`config.mk`:
```
export PLATFORM = sky130hd
export DESIGN_NAME = button_debounce_long_press_flat
export DESIGN_NICKNAME = d
export VERILOG_FILES = /design/src/rtl/bdlp_pkg.sv /design/src/rtl/bdlp_if.sv /design/src/rtl/bdlp_front.sv /design/src/rtl/bdlp_queue.sv /design/src/rtl/bdlp_back.sv /design/src/rtl/button_debounce_long_press.sv /design/src/flat_wrapper.sv
export SDC_FILE = /design/constraint.sdc
export NUM_CORES = 1
export LEC_CHECK = 0
export BUFFER_PORTS_ARGS = -buffer_cell sky130_fd_sc_hd__buf_2
export CORE_MARGIN = 4
export CORE_UTILIZATION = 65
export DETAILED_ROUTE_END_ITERATION = 10
export PLACE_DENSITY_LB_ADDON = 0.08
export SYNTH_ARGS = -nofsm -noshare
export SYNTH_HDL_FRONTEND = slang
export SYNTH_SLANG_ARGS = --single-unit
```
`constraint.sdc`:
```
create_clock -name clk -period 12.95 [get_ports clk]
set_input_delay 2.59 -clock clk [delete_from_list [all_inputs] [get_ports clk]]
set_output_delay 2.59 -clock clk [all_outputs]
set_load 0.03 [all_outputs]
```
`src/rtl/bdlp_pkg.sv`:
```
// Shared types and constants for the button debounce / long press block.
// No dependencies; compiled first.
`timescale 1ns / 1ps
`default_nettype none

package bdlp_pkg;

  // Configuration port
  localparam int CFG_DATA_W = 16;
  localparam int DBC_CFG_W  = 8;
  localparam int LPP_CFG_W  = 16;

  localparam logic CFG_IDX_DEBOUNCE = 1'b0;
  localparam logic CFG_IDX_LONG     = 1'b1;

  // Register reset values
  localparam logic [DBC_CFG_W-1:0] DBC_RESET = 8'd3;
  localparam logic [LPP_CFG_W-1:0] LPP_RESET = 16'd70;

  // Button codes
  localparam int          NUM_BUTTONS = 3;
  localparam logic [1:0]  BTN_UP      = 2'd0;
  localparam logic [1:0]  BTN_DOWN    = 2'd1;
  localparam logic [1:0]  BTN_CONFIRM = 2'd2;

  // Event kinds
  localparam logic KIND_PRESS = 1'b0;
  localparam logic KIND_LONG  = 1'b1;

  // Events raised by one tick, bit 0 first in delivery order
  typedef struct packed {
    logic cfm_long;
    logic cfm_press;
    logic down_press;
    logic up_press;
  } evt_mask_t;

  localparam logic [3:0] EVT_UP_PRESS   = 4'b0001;
  localparam logic [3:0] EVT_DOWN_PRESS = 4'b0010;
  localparam logic [3:0] EVT_CFM_PRESS  = 4'b0100;
  localparam logic [3:0] EVT_CFM_LONG   = 4'b1000;

  // Event queue status
  typedef struct packed {
    logic full;
    logic not_empty;
  } qstat_t;

endpackage

`default_nettype wire

```
`src/rtl/bdlp_if.sv`:
```
// Handshake channels of the block: tick input and event output.
// No dependencies.
`timescale 1ns / 1ps
`default_nettype none

interface bdlp_in_if;
  logic valid;
  logic ready;
  logic up_level;
  logic down_level;
  logic confirm_level;

  modport source (output valid, output up_level, output down_level,
                  output confirm_level, input ready);
  modport sink   (input valid, input up_level, input down_level,
                  input confirm_level, output ready);
endinterface

interface bdlp_out_if;
  logic       valid;
  logic       ready;
  logic [1:0] button_id;
  logic       event_kind;
  logic       last_event;

  modport source (output valid, output button_id, output event_kind,
                  output last_event, input ready);
  modport sink   (input valid, input button_id, input event_kind,
                  input last_event, output ready);
endinterface

`default_nettype wire

```
`src/rtl/bdlp_front.sv`:
```
// Front end: config registers, per-button debounce state, event classification.
// Depends on bdlp_pkg.
`timescale 1ns / 1ps
`default_nettype none

module bdlp_front
  import bdlp_pkg::*;
#(
  parameter int DEBOUNCE_BITS = 8,
  parameter int HOLD_BITS     = 16
) (
  input  wire logic                   clk,
  input  wire logic                   rst_n,
  input  wire logic                   cfg_we,
  input  wire logic                   cfg_index,
  input  wire logic [CFG_DATA_W-1:0]  cfg_data,
  input  wire logic                   tick_valid,
  output logic                        tick_ready,
  input  wire logic [NUM_BUTTONS-1:0] tick_levels,
  input  wire qstat_t                 q_stat,
  output logic                        push,
  output evt_mask_t                   push_data
);

  localparam int CW = (DEBOUNCE_BITS > DBC_CFG_W) ? DEBOUNCE_BITS : DBC_CFG_W;
  localparam int HW = (HOLD_BITS > LPP_CFG_W) ? HOLD_BITS : LPP_CFG_W;

  logic [DBC_CFG_W-1:0]     dbc_r;
  logic [LPP_CFG_W-1:0]     lpp_r;
  logic [NUM_BUTTONS-1:0]   prev_r, prev_nxt;
  logic [NUM_BUTTONS-1:0]   acc_r, acc_nxt;
  logic [DEBOUNCE_BITS-1:0] cnt_r [NUM_BUTTONS];
  logic [DEBOUNCE_BITS-1:0] cnt_nxt [NUM_BUTTONS];
  logic                     done_r, done_nxt;
  logic [HOLD_BITS-1:0]     held_r, held_nxt;

  logic [NUM_BUTTONS-1:0]   sample;
  logic [NUM_BUTTONS-1:0]   changed;
  logic                     tick_fire;
  evt_mask_t                evt;

  assign tick_ready = !q_stat.full;
  assign tick_fire  = tick_valid && tick_ready;

  always_comb begin
    sample   = ~tick_levels;
    prev_nxt = prev_r;
    acc_nxt  = acc_r;
    changed  = '0;
    evt      = '0;
    for (int i = 0; i < NUM_BUTTONS; i++) begin
      if (sample[i] == prev_r[i]) begin
        // saturate at min(debounce count, counter max)
        if ((CW'(cnt_r[i]) < CW'(dbc_r)) && (cnt_r[i] != '1)) begin
          cnt_nxt[i] = cnt_r[i] + 1'b1;
        end else begin
          cnt_nxt[i] = cnt_r[i];
        end
      end else begin
        cnt_nxt[i]  = '0;
        prev_nxt[i] = sample[i];
      end
      if ((CW'(cnt_nxt[i]) >= CW'(dbc_r)) && (sample[i] != acc_r[i])) begin
        changed[i] = 1'b1;
        acc_nxt[i] = sample[i];
      end
    end

    evt.up_press   = changed[BTN_UP] && sample[BTN_UP];
    evt.down_press = changed[BTN_DOWN] && sample[BTN_DOWN];

    // hold counter runs on the level accepted before this tick
    held_nxt = held_r;
    if (acc_r[BTN_CONFIRM] && (held_r != '1)) begin
      held_nxt = held_r + 1'b1;
    end
    done_nxt = done_r;
    if (changed[BTN_CONFIRM]) begin
      if (sample[BTN_CONFIRM]) begin
        held_nxt = '0;
      end else begin
        evt.cfm_press = !done_r;
      end
      done_nxt = 1'b0;
    end

    if (acc_nxt[BTN_CONFIRM] && !done_nxt && (HW'(held_nxt) >= HW'(lpp_r))) begin
      evt.cfm_long = 1'b1;
      done_nxt     = 1'b1;
    end
  end

  assign push      = tick_fire && (evt != '0);
  assign push_data = evt;

  always_ff @(posedge clk) begin
    if (!rst_n) begin
      dbc_r  <= DBC_RESET;
      lpp_r  <= LPP_RESET;
      prev_r <= '0;
      acc_r  <= '0;
      done_r <= 1'b0;
      held_r <= '0;
      for (int i = 0; i < NUM_BUTTONS; i++) begin
        cnt_r[i] <= '0;
      end
    end else begin
      if (cfg_we) begin
        unique case (cfg_index)
          CFG_IDX_DEBOUNCE: dbc_r <= cfg_data[DBC_CFG_W-1:0];
          CFG_IDX_LONG:     lpp_r <= cfg_data[LPP_CFG_W-1:0];
          default:          ;
        endcase
      end
      if (tick_fire) begin
        prev_r <= prev_nxt;
        acc_r  <= acc_nxt;
        done_r <= done_nxt;
        held_r <= held_nxt;
        for (int i = 0; i < NUM_BUTTONS; i++) begin
          cnt_r[i] <= cnt_nxt[i];
        end
      end
    end
  end

endmodule

`default_nettype wire

```
`src/rtl/bdlp_queue.sv`:
```
// Two-entry queue of per-tick event masks between front and back end.
// Depends on bdlp_pkg.
`timescale 1ns / 1ps
`default_nettype none

module bdlp_queue
  import bdlp_pkg::*;
(
  input  wire logic      clk,
  input  wire logic      rst_n,
  input  wire logic      push,
  input  wire evt_mask_t push_data,
  input  wire logic      pop,
  output evt_mask_t      pop_data,
  output qstat_t         q_stat
);

  evt_mask_t  mem_r [2];
  logic       wr_ptr_r, wr_ptr_nxt;
  logic       rd_ptr_r, rd_ptr_nxt;
  logic [1:0] cnt_r, cnt_nxt;
  logic       do_pop;

  assign q_stat.full      = (cnt_r == 2'd2);
  assign q_stat.not_empty = (cnt_r != 2'd0);
  assign pop_data         = mem_r[rd_ptr_r];
  assign do_pop           = pop && q_stat.not_empty;

  always_comb begin
    wr_ptr_nxt = push ? !wr_ptr_r : wr_ptr_r;
    rd_ptr_nxt = do_pop ? !rd_ptr_r : rd_ptr_r;
    cnt_nxt    = cnt_r + {1'b0, push} - {1'b0, do_pop};
  end

  always_ff @(posedge clk) begin
    if (!rst_n) begin
      wr_ptr_r <= 1'b0;
      rd_ptr_r <= 1'b0;
      cnt_r    <= 2'd0;
    end else begin
      wr_ptr_r <= wr_ptr_nxt;
      rd_ptr_r <= rd_ptr_nxt;
      cnt_r    <= cnt_nxt;
    end
  end

  always_ff @(posedge clk) begin
    if (push) begin
      mem_r[wr_ptr_r] <= push_data;
    end
  end

endmodule

`default_nettype wire

```
`src/rtl/bdlp_back.sv`:
```
// Back end: holds one event mask and delivers its events one item per cycle while out_ready is high.
// Depends on bdlp_pkg.
`timescale 1ns / 1ps
`default_nettype none

module bdlp_back
  import bdlp_pkg::*;
(
  input  wire logic      clk,
  input  wire logic      rst_n,
  input  wire qstat_t    q_stat,
  input  wire evt_mask_t q_data,
  output logic           pop,
  output logic           out_valid,
  input  wire logic      out_ready,
  output logic [1:0]     out_button_id,
  output logic           out_event_kind,
  output logic           out_last_event
);

  logic [3:0] mask_r, mask_nxt;
  logic [3:0] low_bit;
  logic [3:0] rest;
  logic       fire;
  logic       need_load;

  assign low_bit   = mask_r & (~mask_r + 4'd1);
  assign rest      = mask_r & ~low_bit;
  assign out_valid = (mask_r != 4'd0);
  assign fire      = out_valid && out_ready;
  assign need_load = !out_valid || (fire && (rest == 4'd0));
  assign pop       = need_load && q_stat.not_empty;

  always_comb begin
    out_button_id  = BTN_UP;
    out_event_kind = KIND_PRESS;
    unique case (low_bit)
      EVT_UP_PRESS:   out_button_id = BTN_UP;
      EVT_DOWN_PRESS: out_button_id = BTN_DOWN;
      EVT_CFM_PRESS:  out_button_id = BTN_CONFIRM;
      EVT_CFM_LONG: begin
        out_button_id  = BTN_CONFIRM;
        out_event_kind = KIND_LONG;
      end
      default: ;
    endcase
    out_last_event = (rest == 4'd0);
  end

  always_comb begin
    if (need_load) begin
      mask_nxt = q_stat.not_empty ? q_data : 4'd0;
    end else if (fire) begin
      mask_nxt = rest;
    end else begin
      mask_nxt = mask_r;
    end
  end

  always_ff @(posedge clk) begin
    if (!rst_n) begin
      mask_r <= 4'd0;
    end else begin
      mask_r <= mask_nxt;
    end
  end

endmodule

`default_nettype wire

```
`src/rtl/button_debounce_long_press.sv`:
```
// Top level: debounce of three active-low buttons with confirm long press.
// Throughput: one tick per cycle while the queue has room; a tick's events
//   leave one per cycle while the consumer is ready (up to 3), so the event
//   serializer in the back end sets the sustained rate.
// Reset (sync, active low): all buttons released, registers at defaults.
// Depends on bdlp_pkg, bdlp_if, bdlp_front, bdlp_queue, bdlp_back.
`timescale 1ns / 1ps
`default_nettype none

module button_debounce_long_press
  import bdlp_pkg::*;
#(
  parameter int DEBOUNCE_BITS = 8,
  parameter int HOLD_BITS     = 16
) (
  input  wire logic                  clk,
  input  wire logic                  rst_n,
  input  wire logic                  cfg_we,
  input  wire logic                  cfg_index,
  input  wire logic [CFG_DATA_W-1:0] cfg_data,
  bdlp_in_if.sink                    in_ch,
  bdlp_out_if.source                 out_ch
);

  // Front -> queue: one mask per tick that raised at least one event.
  logic      push;
  evt_mask_t push_data;
  // Queue -> back
  logic      pop;
  evt_mask_t q_data;
  qstat_t    q_stat;

  // Front end: takes a tick whenever the queue has room. A tick with no
  // event only updates the debounce state and leaves nothing in the queue.
  bdlp_front #(
    .DEBOUNCE_BITS (DEBOUNCE_BITS),
    .HOLD_BITS     (HOLD_BITS)
  ) u_front (
    .clk         (clk),
    .rst_n       (rst_n),
    .cfg_we      (cfg_we),
    .cfg_index   (cfg_index),
    .cfg_data    (cfg_data),
    .tick_valid  (in_ch.valid),
    .tick_ready  (in_ch.ready),
    .tick_levels ({in_ch.confirm_level, in_ch.down_level, in_ch.up_level}),
    .q_stat      (q_stat),
    .push        (push),
    .push_data   (push_data)
  );

  // Short queue decouples tick intake from event delivery, so a stalled
  // consumer does not stop the debounce logic until two masks are pending.
  bdlp_queue u_queue (
    .clk       (clk),
    .rst_n     (rst_n),
    .push      (push),
    .push_data (push_data),
    .pop       (pop),
    .pop_data  (q_data),
    .q_stat    (q_stat)
  );

  // Back end: the mask register doubles as the output register; events go
  // out lowest bit first (up, down, confirm press, confirm long press).
  bdlp_back u_back (
    .clk            (clk),
    .rst_n          (rst_n),
    .q_stat         (q_stat),
    .q_data         (q_data),
    .pop            (pop),
    .out_valid      (out_ch.valid),
    .out_ready      (out_ch.ready),
    .out_button_id  (out_ch.button_id),
    .out_event_kind (out_ch.event_kind),
    .out_last_event (out_ch.last_event)
  );

  // Front never writes into a full queue.
  a_no_push_full: assert property (@(posedge clk) disable iff (!rst_n)
    push |-> !q_stat.full)
    else $error("event mask pushed into full queue");

  // A long press is always the final event of its tick.
  a_long_last: assert property (@(posedge clk) disable iff (!rst_n)
    (out_ch.valid && (out_ch.event_kind == KIND_LONG)) |-> out_ch.last_event)
    else $error("long press not marked as last event");

  // Nothing pending anywhere and nothing pushed: no event next cycle.
  a_no_phantom: assert property (@(posedge clk) disable iff (!rst_n)
    (!q_stat.not_empty && !out_ch.valid && !push) |=> !out_ch.valid)
    else $error("event offered with nothing pending");

  // Queue content is only drained into the back end when it is free.
  a_pop_when_free: assert property (@(posedge clk) disable iff (!rst_n)
    (pop && out_ch.valid) |-> (out_ch.ready && out_ch.last_event))
    else $error("queue popped while current mask still busy");

endmodule

`default_nettype wire
```
`src/flat_wrapper.sv`:
```
// flat-port wrapper written by rule: the top's interface ports become plain ports
module button_debounce_long_press_flat import bdlp_pkg::*;
#(
  parameter int DEBOUNCE_BITS = 8,
  parameter int HOLD_BITS     = 16
)
  (clk, rst_n, cfg_we, cfg_index, cfg_data, in_ch_valid, in_ch_up_level, in_ch_down_level, in_ch_confirm_level, in_ch_ready, out_ch_valid, out_ch_button_id, out_ch_event_kind, out_ch_last_event, out_ch_ready);
  bdlp_in_if in_ch_i ();
  bdlp_out_if out_ch_i ();
  input  wire logic clk;
  input  wire logic rst_n;
  input  wire logic cfg_we;
  input  wire logic cfg_index;
  input  wire logic [CFG_DATA_W-1:0] cfg_data;
  input wire logic [$bits(in_ch_i.valid)-1:0] in_ch_valid;
  input wire logic [$bits(in_ch_i.up_level)-1:0] in_ch_up_level;
  input wire logic [$bits(in_ch_i.down_level)-1:0] in_ch_down_level;
  input wire logic [$bits(in_ch_i.confirm_level)-1:0] in_ch_confirm_level;
  output wire logic [$bits(in_ch_i.ready)-1:0] in_ch_ready;
  output wire logic [$bits(out_ch_i.valid)-1:0] out_ch_valid;
  output wire logic [$bits(out_ch_i.button_id)-1:0] out_ch_button_id;
  output wire logic [$bits(out_ch_i.event_kind)-1:0] out_ch_event_kind;
  output wire logic [$bits(out_ch_i.last_event)-1:0] out_ch_last_event;
  input wire logic [$bits(out_ch_i.ready)-1:0] out_ch_ready;
  assign in_ch_i.valid = in_ch_valid;
  assign in_ch_i.up_level = in_ch_up_level;
  assign in_ch_i.down_level = in_ch_down_level;
  assign in_ch_i.confirm_level = in_ch_confirm_level;
  assign in_ch_ready = in_ch_i.ready;
  assign out_ch_valid = out_ch_i.valid;
  assign out_ch_button_id = out_ch_i.button_id;
  assign out_ch_event_kind = out_ch_i.event_kind;
  assign out_ch_last_event = out_ch_i.last_event;
  assign out_ch_i.ready = out_ch_ready;
  button_debounce_long_press #(.DEBOUNCE_BITS(DEBOUNCE_BITS), .HOLD_BITS(HOLD_BITS)) u_core (.clk(clk), .rst_n(rst_n), .cfg_we(cfg_we), .cfg_index(cfg_index), .cfg_data(cfg_data), .in_ch(in_ch_i), .out_ch(out_ch_i));
endmodule
```
Word level (Yosys, flattened, before mapping)
Memories as Yosys holds them, arrays and structs flattened. A register that Yosys moved wholly into a read port is not among the register bits.
Index checks and enable logic that the tools add are counted.
Word-level totals
  register bits: 55
  bits in latches: 0
  bits in writable memories: 32
  memory bits (read-only): 0
  input port bits: 25
  output and inout bits: 6
  word-level logic and storage cells: 127
  memories kept: 2
Cells by class
  add/subtract/negate cells: 7
  multiply operators: 0
  div/mod/pow operators: 0
  order comparisons: 7
  equal/unequal tests: 14
  shifts and indexed selects: 0
  mux-type cells: 34
  bitwise operators: 12
  reduce and logical (&&, ||, !) cells: 37
Memory list
  u_core.u_front.cnt_r: words 3, width 8, read ports 3, clocked after memory_dff 0, write ports 3, RTL line bdlp_front.sv:32  | logic [DEBOUNCE_BITS-1:0] cnt_r [NUM_BUTTONS];
  u_core.u_queue.mem_r: words 2, width 4, read ports 1, clocked after memory_dff 1, write ports 1, RTL line bdlp_queue.sv:18  | evt_mask_t mem_r [2];
Operators with widths (number)
  2-to-1 mux 8 bit: 9
  2-to-1 mux 16 bit: 3
  adder 8 x 1 -> 8 bit (second input constant): 3
  greater-or-equal comparator 8 bit: 3
  less-than comparator 8 bit: 3
  != test 8 bit (second input constant): 3
  2-to-1 mux 1 bit: 18
  logical AND 1 bit: 17
  adder 16 x 1 -> 16 bit (second input constant): 1
  greater-or-equal comparator 16 bit: 1
  != test 16 bit (second input constant): 1
  AND reduction 2 bit: 7
  2-to-1 mux 4 bit: 3
  AND 4 bit: 2
  inverter 4 bit: 2
  nonzero test 4 bit: 2
  logical NOT 1 bit: 6
  adder 4 x 1 -> 4 bit (second input constant): 1
  == test 4 x 2 -> 1 bit (second input constant): 1
  == test 4 x 3 -> 1 bit (second input constant): 1
  == test 4 bit (second input constant): 1
  logical NOT 4 bit: 1
  inverter 1 bit: 4
  one-hot mux 2 bit (2 select lines): 1
  other kinds (10): 17

Longest topological paths before layout
Gate-level depths: netlist (run 1).
  word-level depth: 16
  gate-level depth with buffers: 29
  depth with buffers taken out: 27

By module
Synthesis (run 1) repeated with hierarchy kept, for this count alone.
Unflattened totals
  cell total of the unflattened synthesis: 701
  area, all modules: 5967.0 um^2
Modules (own cells, without submodules)
  bdlp_front: times used 1, cells an instance 631, area each 5157.4 um^2, sequential area each 1661.6 um^2
  bdlp_queue: times used 1, cells an instance 35, area each 530.5 um^2, sequential area each 340.3 um^2
  bdlp_back: times used 1, cells an instance 35, area each 279.0 um^2, sequential area each 80.1 um^2

Worst setup path after synthesis (run 1)
Ideal clock, no wire load.
  path kind: input -> register
  from: input in_ch_confirm_level
  to: register u_core.u_queue.cnt_r[1]
  setup time: 0.128 ns
  arrival time: 7.219 ns
  data required time: 12.822 ns
  setup slack: 5.603 ns
  stages: 24
  buffers on the path: 3
  path through: buf_2 xnor2_1 nor2_1 ha_1 a211oi_1 o21bai_1 a31o_4 nor3b_1 buf_6 clkbuf_1 nor2_1 ha_1 a211oi_1 o21ai_0 a2111o_1 a311o_1 nand4_1 and2_1 ha_1 inv_1 ha_1 xor2_1 xnor2_1 nor2_1
RTL lines
  from (decl): RTL line flat_wrapper.sv:18  | input wire logic [$bits(in_ch_i.confirm_level)-1:0] in_ch_confirm_level;
  to (signal assigned): RTL line bdlp_queue.sv:43  | cnt_r <= cnt_nxt;
  to (decl): RTL line bdlp_queue.sv:21  | logic [1:0] cnt_r, cnt_nxt;

==> impl_results.md, run 1 <==
* Ratio of routed vias to standard cells at 6.24
* Number of input and output port buffers inserted at 30
* Clock latency reported for the late side of the worst-skew pair at 0.36 ns
* Power density of the placed cells at 130 nW/µm²
* Total of warnings raised by yosys at 0
* Leakage power summed over all cells at 2.69 nW
* Number of detailed-route iterations in the first pass at 5
* CTS hold repair buffers at 0
* Worst min-delay path class: register to register
* Number of global-route vias before repair at 4991
* Setup repair after global routing missed its margin: no
* Horizontal die dimension at 105 µm
* Highest net fanout along the worst path at 21
* Flops & latches, synth at 88
* 1st-iter DRT viols at 334
* Clock sink total at 88
* Initial antenna violation count at 0
* CTS max path bufs at 2
* Largest vdd supply drop at 0.0789 mV
* Cell chosen for the clock root: sky130_fd_sc_hd__clkbuf_8
* Pre-CTS setup slack at 4.79 ns
* Layout area overhead at 6.62%
* Fraction of layout cells with a size suffix above 1 at 9.99%
* Total count of max-transition violations in the final report at 0
* Number of max-capacitance violations reported at 0
* Die area at 11000 µm²
* Wirelength per Cell at 16.4 µm
* Async set or reset register ratio after synthesis at 0%
* CP required at 13.19 ns
* Synth Flop Type: sky130_fd_sc_hd__dfxtp_1
* Slew @ Worst Pin at 1.13 ns
* Rows at 35
* Synthesized net count at 790
* Post-Syn Instances at 698
* Effective utilization at floorplan at 66.1%
* Distinct cell type count after synthesis at 70
* Sequential area share after synthesis at 34.2%
* Average instance area after synthesis at 8.72 µm²
* RePlAce Congestion at 0.896
* Post-detailed-route count of antenna-violating nets at 0
* Startpoint type of the worst setup path: input pin
* Largest clock skew in the final design at 0.0155 ns
* Highest attainable clock frequency at 129 MHz
* Number of antenna cells inserted at 0
* Floorplan Core Area at 9200 µm²
* Element type at the critical path end: register
* Minimum clock period at 7.76 ns
* CTS tree: built
* Min Hold Slack at 0.458 ns
* Vias at 5194
* Slew HR at 24.0%
* Dpl hpwl at 9.96 mm
* Arrival time at the worst endpoint at 8.00 ns
* Post-route DRC at 0
* Aggregate global routing overflow at 0
* Aggregate negative setup slack at 0 ns
* Largest net degree at the start of global routing at 36
* Post-cts resize count at 0
* Number of buffers inserted during clock tree synthesis at 9
* Post-synthesis cell area at 6080 µm²
* Final worst-path cycle share at 59.9%
* Post-layout nets at 808
* Number of enable flip-flop cells after synthesis at 32
* Final wirelength at 13.6 mm
* Clock slew at the register clock pins of the worst setup and hold paths at 0.10 ns
* Total I/O pin count at 31
* Overall Global Routing Usage at 25.2%
* CTS H-tree depth at 3
* Global-route wire length before repair at 23.1 mm
* Run status: complete, no violations
* Path type of the worst setup path: input pin to register
* Count of buffers added by post-CTS timing repair for setup at 0
* Die outline height at 105 µm
* Minimum setup slack in the final design at 5.19 ns
* Total of endpoints with negative setup slack in the final report at 0
* Number of hold-slack violations in the final timing report at 0
==> layout make-up <==
class                   instances  area [µm²]
multi-input cells             552        3780
flip-flops and latches         88        2080
inverters                      33         124
well taps                     111         139
repair buffers                 32         165
clock buffers                   9         124
clock inverters                 7        76.3
fillers                       751        2710
==> through the flow <==
| stage | instances | power [W] | utilization [%] | instance area (µm²) |
|---|---|---|---|---|
| finish | 832 | 0.000845 | 70.5 | 6490 |
| global route | 832 | 0.000900 | 70.5 | 6490 |
| CTS | 832 | 0.000847 | 70.5 | 6490 |
| detailed placement | 816 | 0.000647 | 68.4 | 6290 |
| global placement | 816 | 0.000634 | 68.4 | 6290 |
| floorplan | 698 | 0.000579 | - | 6080 |
==> synthesized netlist by cell type, types with 3 or more instances <==
cell | number | area, µm²
sky130_fd_sc_hd__mux2i_1 | 12 | 120
sky130_fd_sc_hd__inv_1 | 33 | 124
sky130_fd_sc_hd__nor2_1 | 68 | 255
sky130_fd_sc_hd__o2111ai_1 | 3 | 26.3
sky130_fd_sc_hd__and2_1 | 10 | 62.6
sky130_fd_sc_hd__xnor2_1 | 14 | 123
sky130_fd_sc_hd__nor4_2 | 3 | 37.5
sky130_fd_sc_hd__or4_4 | 3 | 33.8
sky130_fd_sc_hd__a21oi_1 | 55 | 275
sky130_fd_sc_hd__nor2b_1 | 7 | 43.8
sky130_fd_sc_hd__a21o_1 | 16 | 120
sky130_fd_sc_hd__o31ai_1 | 4 | 30.0
sky130_fd_sc_hd__o21ai_0 | 24 | 120
sky130_fd_sc_hd__o21bai_1 | 3 | 22.5
sky130_fd_sc_hd__nor3_1 | 10 | 50.1
sky130_fd_sc_hd__buf_1 | 3 | 11.3
sky130_fd_sc_hd__nand2b_1 | 19 | 119
sky130_fd_sc_hd__dfxtp_1 | 56 | 1120
sky130_fd_sc_hd__ha_1 | 67 | 838
sky130_fd_sc_hd__a2111o_1 | 3 | 33.8
sky130_fd_sc_hd__and3_1 | 11 | 68.8
sky130_fd_sc_hd__or4_1 | 5 | 37.5
sky130_fd_sc_hd__nand4_1 | 8 | 50.1
sky130_fd_sc_hd__buf_2 | 4 | 20.0
sky130_fd_sc_hd__xor2_1 | 22 | 193
sky130_fd_sc_hd__nand3_1 | 23 | 115
sky130_fd_sc_hd__edfxtp_1 | 32 | 961
sky130_fd_sc_hd__o211ai_1 | 10 | 75.1
sky130_fd_sc_hd__nand2_1 | 85 | 319
sky130_fd_sc_hd__a211oi_1 | 14 | 105
sky130_fd_sc_hd__a31oi_1 | 3 | 18.8
sky130_fd_sc_hd__or3_1 | 5 | 31.3
sky130_fd_sc_hd__clkbuf_1 | 17 | 63.8
==> power by group <==
group	switching (W)	internal, W	total [W]	leakage [nW]
clock network	0.000109	0.0000919	0.000201	0.104
registers	0.0000324	0.000322	0.000354	0.793
logic	0.000177	0.000113	0.000290	1.79
total	0.000319	0.000526	0.000845	2.69
==> per-layer routing <==
metal  part of all wire, %  GRT usage [%]  up-vias
li1                      -              -     2552
met1                    45           34.2     2451
met2                    48           41.2      164
met3                   5.5           4.01       27
met4                   1.5           8.06        0
met5                     0              0        -
==> critical path, cell delays in order <==
cell                       delay [ns]
sky130_fd_sc_hd__buf_2           0.16
sky130_fd_sc_hd__xnor2_1         0.52
sky130_fd_sc_hd__nor2_1          0.13
sky130_fd_sc_hd__ha_1            0.32
sky130_fd_sc_hd__a211oi_1        0.07
sky130_fd_sc_hd__o21bai_1        0.27
sky130_fd_sc_hd__a31o_4          0.19
sky130_fd_sc_hd__nor3b_2         0.91
sky130_fd_sc_hd__nor2_1          0.16
sky130_fd_sc_hd__ha_1            0.36
sky130_fd_sc_hd__a211oi_1        0.22
sky130_fd_sc_hd__o21ai_0         0.14
sky130_fd_sc_hd__a2111o_1        0.43
sky130_fd_sc_hd__a311o_1         0.37
sky130_fd_sc_hd__nand4_1         0.19
sky130_fd_sc_hd__and2_1          0.18
sky130_fd_sc_hd__ha_1            0.23
sky130_fd_sc_hd__inv_1           0.06
sky130_fd_sc_hd__ha_1            0.15
sky130_fd_sc_hd__xor2_1          0.17
sky130_fd_sc_hd__xnor2_1         0.13
sky130_fd_sc_hd__nor2_1          0.05
==> flip-flops by register name, summed over array words and instances, names as in the netlist, named ones only <==
register	count
u_core.u_back.mask_r	4
u_core.u_front.prev_r	3
u_core.u_front.cnt_r	24
u_core.u_front.acc_r	3
u_core.u_queue.rd_ptr_r	1
u_core.u_queue.cnt_r	2
u_core.u_queue.mem_r	8
u_core.u_front.lpp_r	16
u_core.u_front.held_r	16
u_core.u_front.done_r	1
u_core.u_queue.wr_ptr_r	1
u_core.u_front.dbc_r	8
==> placed cells by master, fill, tap and decap left out, types with 16 or more instances in the layout <==
master and instances:
sky130_fd_sc_hd__buf_2 30, sky130_fd_sc_hd__nand2b_1 19, sky130_fd_sc_hd__nor2_1 68, sky130_fd_sc_hd__edfxtp_1 32, sky130_fd_sc_hd__inv_1 33, sky130_fd_sc_hd__ha_1 67
sky130_fd_sc_hd__dfxtp_1 56, sky130_fd_sc_hd__o21ai_0 24, sky130_fd_sc_hd__a21o_1 16, sky130_fd_sc_hd__nand3_1 23, sky130_fd_sc_hd__xor2_1 22, sky130_fd_sc_hd__nand2_1 85
sky130_fd_sc_hd__a21oi_1 55
==> final timing paths <==
kind                            cells after the start                      end               startpoint  slack, ns
worst max-delay path                               22  u_core.u_queue.cnt_r[1]      in_ch_confirm_level       5.19
worst min-delay path                                2  u_core.u_front.lpp_r[7]  u_core.u_front.lpp_r[7]       0.46
worst max register to register                     27  u_core.u_queue.cnt_r[1]  u_core.u_front.dbc_r[1]       6.01
worst min register to register                      2  u_core.u_front.lpp_r[7]  u_core.u_front.lpp_r[7]       0.46
==> cell families (layout without fill, tap and decap cells) <==
logic type                 Yosys count  after routing  share of synthesized area (%)
and+or+nand+nor                    272            272                           22.5
AOI/OAI and AO/OA                  164            164                           18.3
DFF                                 88             88                           34.2
adders and majority gates           68             68                           13.9
buffers and inverters               58             81                           3.78
xor gates and xnor gates            36             36                           5.18
muxes                               12             12                           1.97
Power figures use the tool's default switching activity.
==> run 2: changes to the inputs <==
Settings changed: CORE_UTILIZATION 65 to 62.
Clock period 12.95 ns to 7.5 ns, I/O delays scaled along.
==> run 2 against run 1 <==
Compared with the run above: clock power is 78% higher; via count about the same; non-clock buffer count grew 1; global-route usage decreased by 0.58 points; critical path depth grew 6; worst hold slack worse by 0.00064 ns; setup slack worse by 4.1 ns; final cell count is 2.3% higher; final area increased by 0.73%.
==> impl_results.md, run 2 (synthesis gave the netlist of run 1 again) <==
* Run status: complete, no violations
* Number of global-route vias before repair at 4891 (-2.0%)
* Fraction of layout cells with a size suffix above 1 at 9.97% (-0.014 points)
* Dpl hpwl at 9.90 mm (-0.57%)
* Aggregate negative setup slack at 0 ns (unchanged)
* Number of antenna cells inserted at 0 (unchanged)
* Largest vdd supply drop at 0.157 mV (+99%)
* Startpoint type of the worst setup path: register
* Initial antenna violation count at 0 (unchanged)
* Floorplan Core Area at 9420 µm² (+2.4%)
* Multi-input gate area in the final layout at 3780 µm² (unchanged)
* Global-route wire length before repair at 22.9 mm (-0.96%)
* RePlAce Congestion at 0.935 (+4.3%)
* 1st-iter DRT viols at 315 (-5.7%)
* Minimum clock period at 6.44 ns
* Post-route DRC at 0 (unchanged)
* Largest Register: u_core.u_front.cnt_r
* Total of endpoints with negative setup slack in the final report at 0 (unchanged)
* Largest net degree at the start of global routing at 44 (+22%)
* Post-placement cell count at 835 (+2.3%)
* Sequential cell area at 2080 µm² (unchanged)
* Effective utilization at floorplan at 64.6% (-1.5 points)
* Post-detailed-route count of antenna-violating nets at 0 (unchanged)
* Critical path's most frequent cell: sky130_fd_sc_hd__ha_1
* CP required at 7.75 ns (-5.44 ns)
* CTS tree: built
* Number of input and output port buffers inserted at 30 (unchanged)
* Post-layout nets at 809 (+0.12%)
* Cell chosen for the clock root: sky130_fd_sc_hd__clkbuf_8
* Worst min-delay path class: register to register
* Number of detailed-route iterations in the first pass at 5 (unchanged)
* CTS hold repair buffers at 0 (unchanged)
* Largest clock skew in the final design at 0.0122 ns (-0.00322 ns)
* Element type at the critical path end: register
* Number of max-capacitance violations reported at 0 (unchanged)
* Horizontal die dimension at 107 µm (+2.2%)
* Min Hold Slack at 0.457 ns (-0.000640 ns)
* Leakage power summed over all cells at 2.70 nW (+0.38%)
* Layout area overhead at 7.40%
* Top Registers: u_core.u_front.cnt_r x24, u_core.u_front.held_r x16, u_core.u_front.lpp_r x16
* Largest register FFs at 24 (unchanged)
* Slew HR at 25.8% (+1.7 points)
* Highest net fanout along the worst path at 21 (unchanged)
* Final wirelength at 13.6 mm (about the same)
* Aggregate global routing overflow at 0 (unchanged)
* Arrival time at the worst endpoint at 6.69 ns (-1.31 ns)
* Rows at 35 (unchanged)
* Clock latency reported for the late side of the worst-skew pair at 0.36 ns (about the same)
* Final worst-path cycle share at 85.8%
* CTS H-tree depth at 3 (unchanged)
* Post-cts resize count at 0 (unchanged)
* Most frequent cells in the layout: sky130_fd_sc_hd__nand2_1 (85), sky130_fd_sc_hd__nor2_1 (68), sky130_fd_sc_hd__ha_1 (67)
* Count of buffers added by post-CTS timing repair for setup at 0 (unchanged)
* Setup repair after global routing missed its margin: no
* Clock slew at the register clock pins of the worst setup and hold paths at 0.08 ns (-0.02 ns)
* Final cell count without fillers at 851 (+2.3%)
* Startpoint of the most critical setup path: u_core.u_front.dbc_r[1]
* Number of hold-slack violations in the final timing report at 0 (unchanged)
* Ratio of routed vias to standard cells at 6.11 (-2.2%)
* Launch point of the worst reg-to-reg path: u_core.u_front.dbc_r[1]
* CTS max path bufs at 2 (unchanged)
* Commonest non-fill, non-tap cell in the layout: sky130_fd_sc_hd__nand2_1
* Number of buffers inserted during clock tree synthesis at 9 (unchanged)
* Wirelength per Cell at 16.0 µm (-2.3%)
* Total I/O pin count at 31 (unchanged)
* Slew @ Worst Pin at 1.11 ns (-0.0236 ns)
* Power density of the placed cells at 225 nW/µm² (+73%)
* Highest attainable clock frequency at 155 MHz
* Largest stage delay on the critical path at 0.46 ns (-0.45 ns)
* Clock sink total at 88 (unchanged)
* Filler Cell Count at 761 (+1.3%)
* Overall Global Routing Usage at 24.6% (-0.58 points)
* Startpoint of the most critical hold path: u_core.u_front.lpp_r[9]
* Vias at 5198 (+0.077%)
* Die area at 11500 µm² (+4.5%)
* Total count of max-transition violations in the final report at 0 (unchanged)
* Die outline height at 107 µm (+2.2%)
* Slowest stage cell, crit path: sky130_fd_sc_hd__a2111o_1
* Path type of the worst setup path: register to register
## run 2: cell count changes in the layout (fill, tap and decap cells not counted)
| cell | previous run | this run |
|---|---|---|
| sky130_fd_sc_hd__inv_6 | 3 | 0 |
| sky130_fd_sc_hd__inv_8 | 1 | 0 |
| sky130_fd_sc_hd__clkbuf_16 | 0 | 1 |
| sky130_fd_sc_hd__clkinv_2 | 1 | 0 |
| sky130_fd_sc_hd__clkbuf_8 | 9 | 10 |
| sky130_fd_sc_hd__clkbuf_1 | 0 | 2 |
| sky130_fd_sc_hd__clkinv_4 | 0 | 2 |
| sky130_fd_sc_hd__buf_4 | 2 | 3 |
| sky130_fd_sc_hd__clkinv_1 | 1 | 0 |
## run 2: path summary, 6_finish.rpt
| kind | end | slack, ns | depth (start not counted) |
|---|---|---|---|
| max | u_core.u_queue.cnt_r[1] | 1.06 | 28 |
| min | u_core.u_front.lpp_r[9] | 0.46 | 2 |
| max reg2reg | u_core.u_queue.cnt_r[1] | 1.06 | 28 |
| min reg2reg | u_core.u_front.lpp_r[9] | 0.46 | 2 |
## run 2: critical path, delay by kind of cell, from the launching register on
family | cells | cell delay [ns]
compound gates | 10 | 2.82
xor+xnor | 3 | 0.53
fa+ha+maj | 5 | 1.19
buf+inv | 3 | 0.52
flops | 1 | 0.30
simple gates | 7 | 0.95
## run 2: metal layers
layer  GRT usage [%]  vias to the layer above  wire length [µm]
li1                -                     2558                 -
met1            32.0                     2430              6110
met2            41.2                      179              6430
met3            5.36                       31               796
met4            6.85                        0               274
met5               0                        -                 0
## run 2: cell type report
cell class                 count  area share (%)
clock buffer                  13            2.60
clock inverter                 3           0.728
inverter                      33            1.90
multi-input combinational    552            57.8
sequential                    88            31.9
tap                          129            2.47
timing repair buffer          33            2.64
## run 2: power breakdown
part           total, W  leakage, nW  switching (W)  internal [W]
combinational  0.000502         1.80       0.000305      0.000197
sequential     0.000611        0.793      0.0000558      0.000555
clock          0.000357        0.109       0.000172      0.000185
total           0.00147         2.70       0.000533      0.000937
## run 2: through the flow
| stage | area, µm² | util [%] | total power [W] | setup WS [ns] |
|---|---|---|---|---|
| after detailed placement | 6320 | 67.1 | 0.00112 | 1.02 |
| after floorplan | 6080 | - | 0.000999 | 1.24 |
| after global routing | 6530 | 69.4 | 0.00157 | 0.571 |
| after CTS | 6530 | 69.4 | 0.00147 | 1.06 |
| final | 6530 | 69.4 | 0.00147 | 1.06 |
| after global placement | 6320 | 67.1 | 0.00109 | 1.21 |
==> run 3: changes to the inputs <==
==> constraint.sdc (replaced) <==
create_clock -name clk -period 7.5 [get_ports clk]
set_input_delay 1.125 -clock clk [delete_from_list [all_inputs] [get_ports clk]]
set_output_delay 1.125 -clock clk [all_outputs]
set_load 0.03 [all_outputs]
==> run 3 against run 2 <==
Compared with the run above: wire length fell by 1.1%; sequential cell count stayed put; non-clock buffer count unchanged; final area fell by 0.52%; global-route usage decreased by 0.18 points; clock power decreased by 13%; via count is 1.6% lower; die area stayed put; register-to-register slack improved by 0.06 ns; power is 3.5% lower; worst hold slack got worse by 0.0015 ns; core utilization down 0.36 points; critical endpoint unchanged.
==> impl_results.md, run 3 (synthesis gave the netlist of run 1 again) <==
* Most frequent cells in the layout: sky130_fd_sc_hd__nand2_1 (85), sky130_fd_sc_hd__nor2_1 (68), sky130_fd_sc_hd__ha_1 (67)
* Critical path's most frequent cell: sky130_fd_sc_hd__ha_1
* Clock sink total at 88 (unchanged)
* Largest clock skew in the final design at 0.0122 ns (+0.00000470 ns)
* Largest net degree at the start of global routing at 43 (-2.3%)
* Commonest non-fill, non-tap cell in the layout: sky130_fd_sc_hd__nand2_1
* Min Hold Slack at 0.456 ns (-0.00151 ns)
* Minimum setup slack in the final design at 1.12 ns (+0.0607 ns)
* Initial antenna violation count at 0 (unchanged)
* Number of antenna cells inserted at 0 (unchanged)
* Share of power burned in registers at 43.1% (+1.5 points)
* CTS H-tree depth at 3 (unchanged)
* Highest attainable clock frequency at 157 MHz (+0.95%)
* Switch share at 37.2% (+0.91 points)
* Power density of the placed cells at 218 nW/µm² (-3.0%)
* CP required at 7.76 ns (about the same)
* Cell chosen for the clock root: sky130_fd_sc_hd__clkbuf_8
* Number of detailed-route iterations in the first pass at 5 (unchanged)
* Clock slew at the register clock pins of the worst setup and hold paths at 0.08 ns (about the same)
* Overall Global Routing Usage at 24.5% (-0.18 points)
* Wirelength per Cell at 15.8 µm (-1.1%)
* Element type at the critical path end: register
* Effective utilization at floorplan at 64.6% (unchanged)
* Setup repair after global routing missed its margin: no
* Number of hold-slack violations in the final timing report at 0 (unchanged)
* Pre-CTS setup slack at 1.15 ns (+0.131 ns)
* Total of endpoints with negative setup slack in the final report at 0 (unchanged)
* Floorplan Core Area at 9420 µm² (unchanged)
* Final worst-path cycle share at 85.0% (-0.81 points)
* Clock network fraction of design power at 21.8% (-2.5 points)
* RePlAce Congestion at 0.898 (-3.9%)
* Comb power frac at 35.1% (+1.0 points)
* Placed Area at 6320 µm² (unchanged)
* Switching power at 0.000527 W (-1.1%)
* Worst min-delay path class: register to register
* Arrival time at the worst endpoint at 6.63 ns (-0.06 ns)
* Minimum clock period at 6.38 ns (-0.0607 ns)
* Slowest stage cell, crit path: sky130_fd_sc_hd__a2111o_1
* CTS hold repair buffers at 0 (unchanged)
* Leakage power summed over all cells at 2.69 nW (-0.50%)
* Largest vdd supply drop at 0.172 mV (+9.9%)
* Largest register FFs at 24 (unchanged)
* Ratio of routed vias to standard cells at 6.01 (-1.6%)
* Layout area overhead at 6.85%
* CTS tree: built
* Global-route wire length before repair at 22.9 mm (-0.24%)
* Largest stage delay on the critical path at 0.44 ns (-0.02 ns)
* Largest Register: u_core.u_front.cnt_r
* Startpoint type of the worst setup path: register
* Total count of max-transition violations in the final report at 0 (unchanged)
* Total I/O pin count at 31 (unchanged)
* Number of max-capacitance violations reported at 0 (unchanged)
* Aggregate global routing overflow at 0 (unchanged)
* Total power of the final layout at 0.00142 W (-3.5%)
* Post-detailed-route count of antenna-violating nets at 0 (unchanged)
* Rows at 35 (unchanged)
* Top Registers: u_core.u_front.cnt_r x24, u_core.u_front.held_r x16, u_core.u_front.lpp_r x16
* Final non-filler cell area at 6500 µm² (-0.52%)
* Dpl hpwl at 9.91 mm (+0.11%)
* Internal power at 0.000892 W (-4.9%)
* Path type of the worst setup path: register to register
* Number of buffers inserted during clock tree synthesis at 9 (unchanged)
* 1st-iter DRT viols at 316 (+0.32%)
* Aggregate negative setup slack at 0 ns (unchanged)
* Die area at 11500 µm² (unchanged)
* Slew HR at 22.8% (-3.0 points)
* Horizontal die dimension at 107 µm (unchanged)
* Run status: complete, no violations
* Fraction of layout cells with a size suffix above 1 at 9.97% (unchanged)
* Post-cts resize count at 0 (unchanged)
* Count of buffers added by post-CTS timing repair for setup at 0 (unchanged)
* Number of global-route vias before repair at 4954 (+1.3%)
* Highest net fanout along the worst path at 21 (unchanged)
* Slew @ Worst Pin at 1.16 ns (+0.0443 ns)
* Die outline height at 107 µm (unchanged)
* Final wirelength at 13.5 mm (-1.1%)
* Clock latency reported for the late side of the worst-skew pair at 0.37 ns (about the same)
* Post-route DRC at 0 (unchanged)
* CTS max path bufs at 2 (unchanged)
* Post-layout nets at 809 (unchanged)
* Vias at 5114 (-1.6%)
* Number of input and output port buffers inserted at 30 (unchanged)
-- run 3: cell count changes in the layout (fill, tap and decap cells not counted), sizes merged --
cell and change:
bufinv -1, clkbuf -1, clkinv +2
-- run 3: final timing paths --
kind / startpoint / end / slack [ns] / cells past startpoint
min reg2reg: u_core.u_front.dbc_r[7] / u_core.u_front.dbc_r[7] / 0.46 / 2
min: u_core.u_front.dbc_r[7] / u_core.u_front.dbc_r[7] / 0.46 / 2
max: u_core.u_front.dbc_r[1] / u_core.u_queue.cnt_r[1] / 1.12 / 28
max reg2reg: u_core.u_front.dbc_r[1] / u_core.u_queue.cnt_r[1] / 1.12 / 28
-- run 3: metrics by stage --
stage	std cells	util, %
floorplan	698	-
global placement	835	67.1
detailed placement	835	67.1
CTS	851	69.0
global route	851	69.0
finish	851	69.0
-- run 3: cell type report --
class                   instances  area, µm²
clock buffers                  12        156
clock inverters                 4       27.5
fillers                       752       2920
inverters                      33        124
multi-input cells             552       3780
flip-flops and latches         88       2080
well taps                     129        161
repair buffers                 33        173
-- run 3: per-layer routing --
layer	vias up	global-route usage [%]	wire [µm]
li1	2551	-	-
met1	2420	32.2	6320
met2	122	40.5	6330
met3	21	4.58	611
met4	0	7.76	197
met5	-	0	0
-- run 3: power groups by stage --
stage,combinational (W),clock (W),sequential [W]
finish,0.000498,0.000309,0.000612
global route,0.000561,0.000342,0.000620
CTS,0.000499,0.000317,0.000611
detailed placement,0.000496,0,0.000621
global placement,0.000478,0,0.000617
floorplan,0.000401,0,0.000599
-- run 3: critical path: cells and delay by family, from the launching register on --
family,cells,cell delay (ns)
adder cells (fa/ha/maj),5,1.16
buffers and inverters,3,0.50
AND/OR/NAND/NOR,7,0.93
AO/OA/AOI/OAI,10,2.85
flip-flops,1,0.30
XOR/XNOR,3,0.50
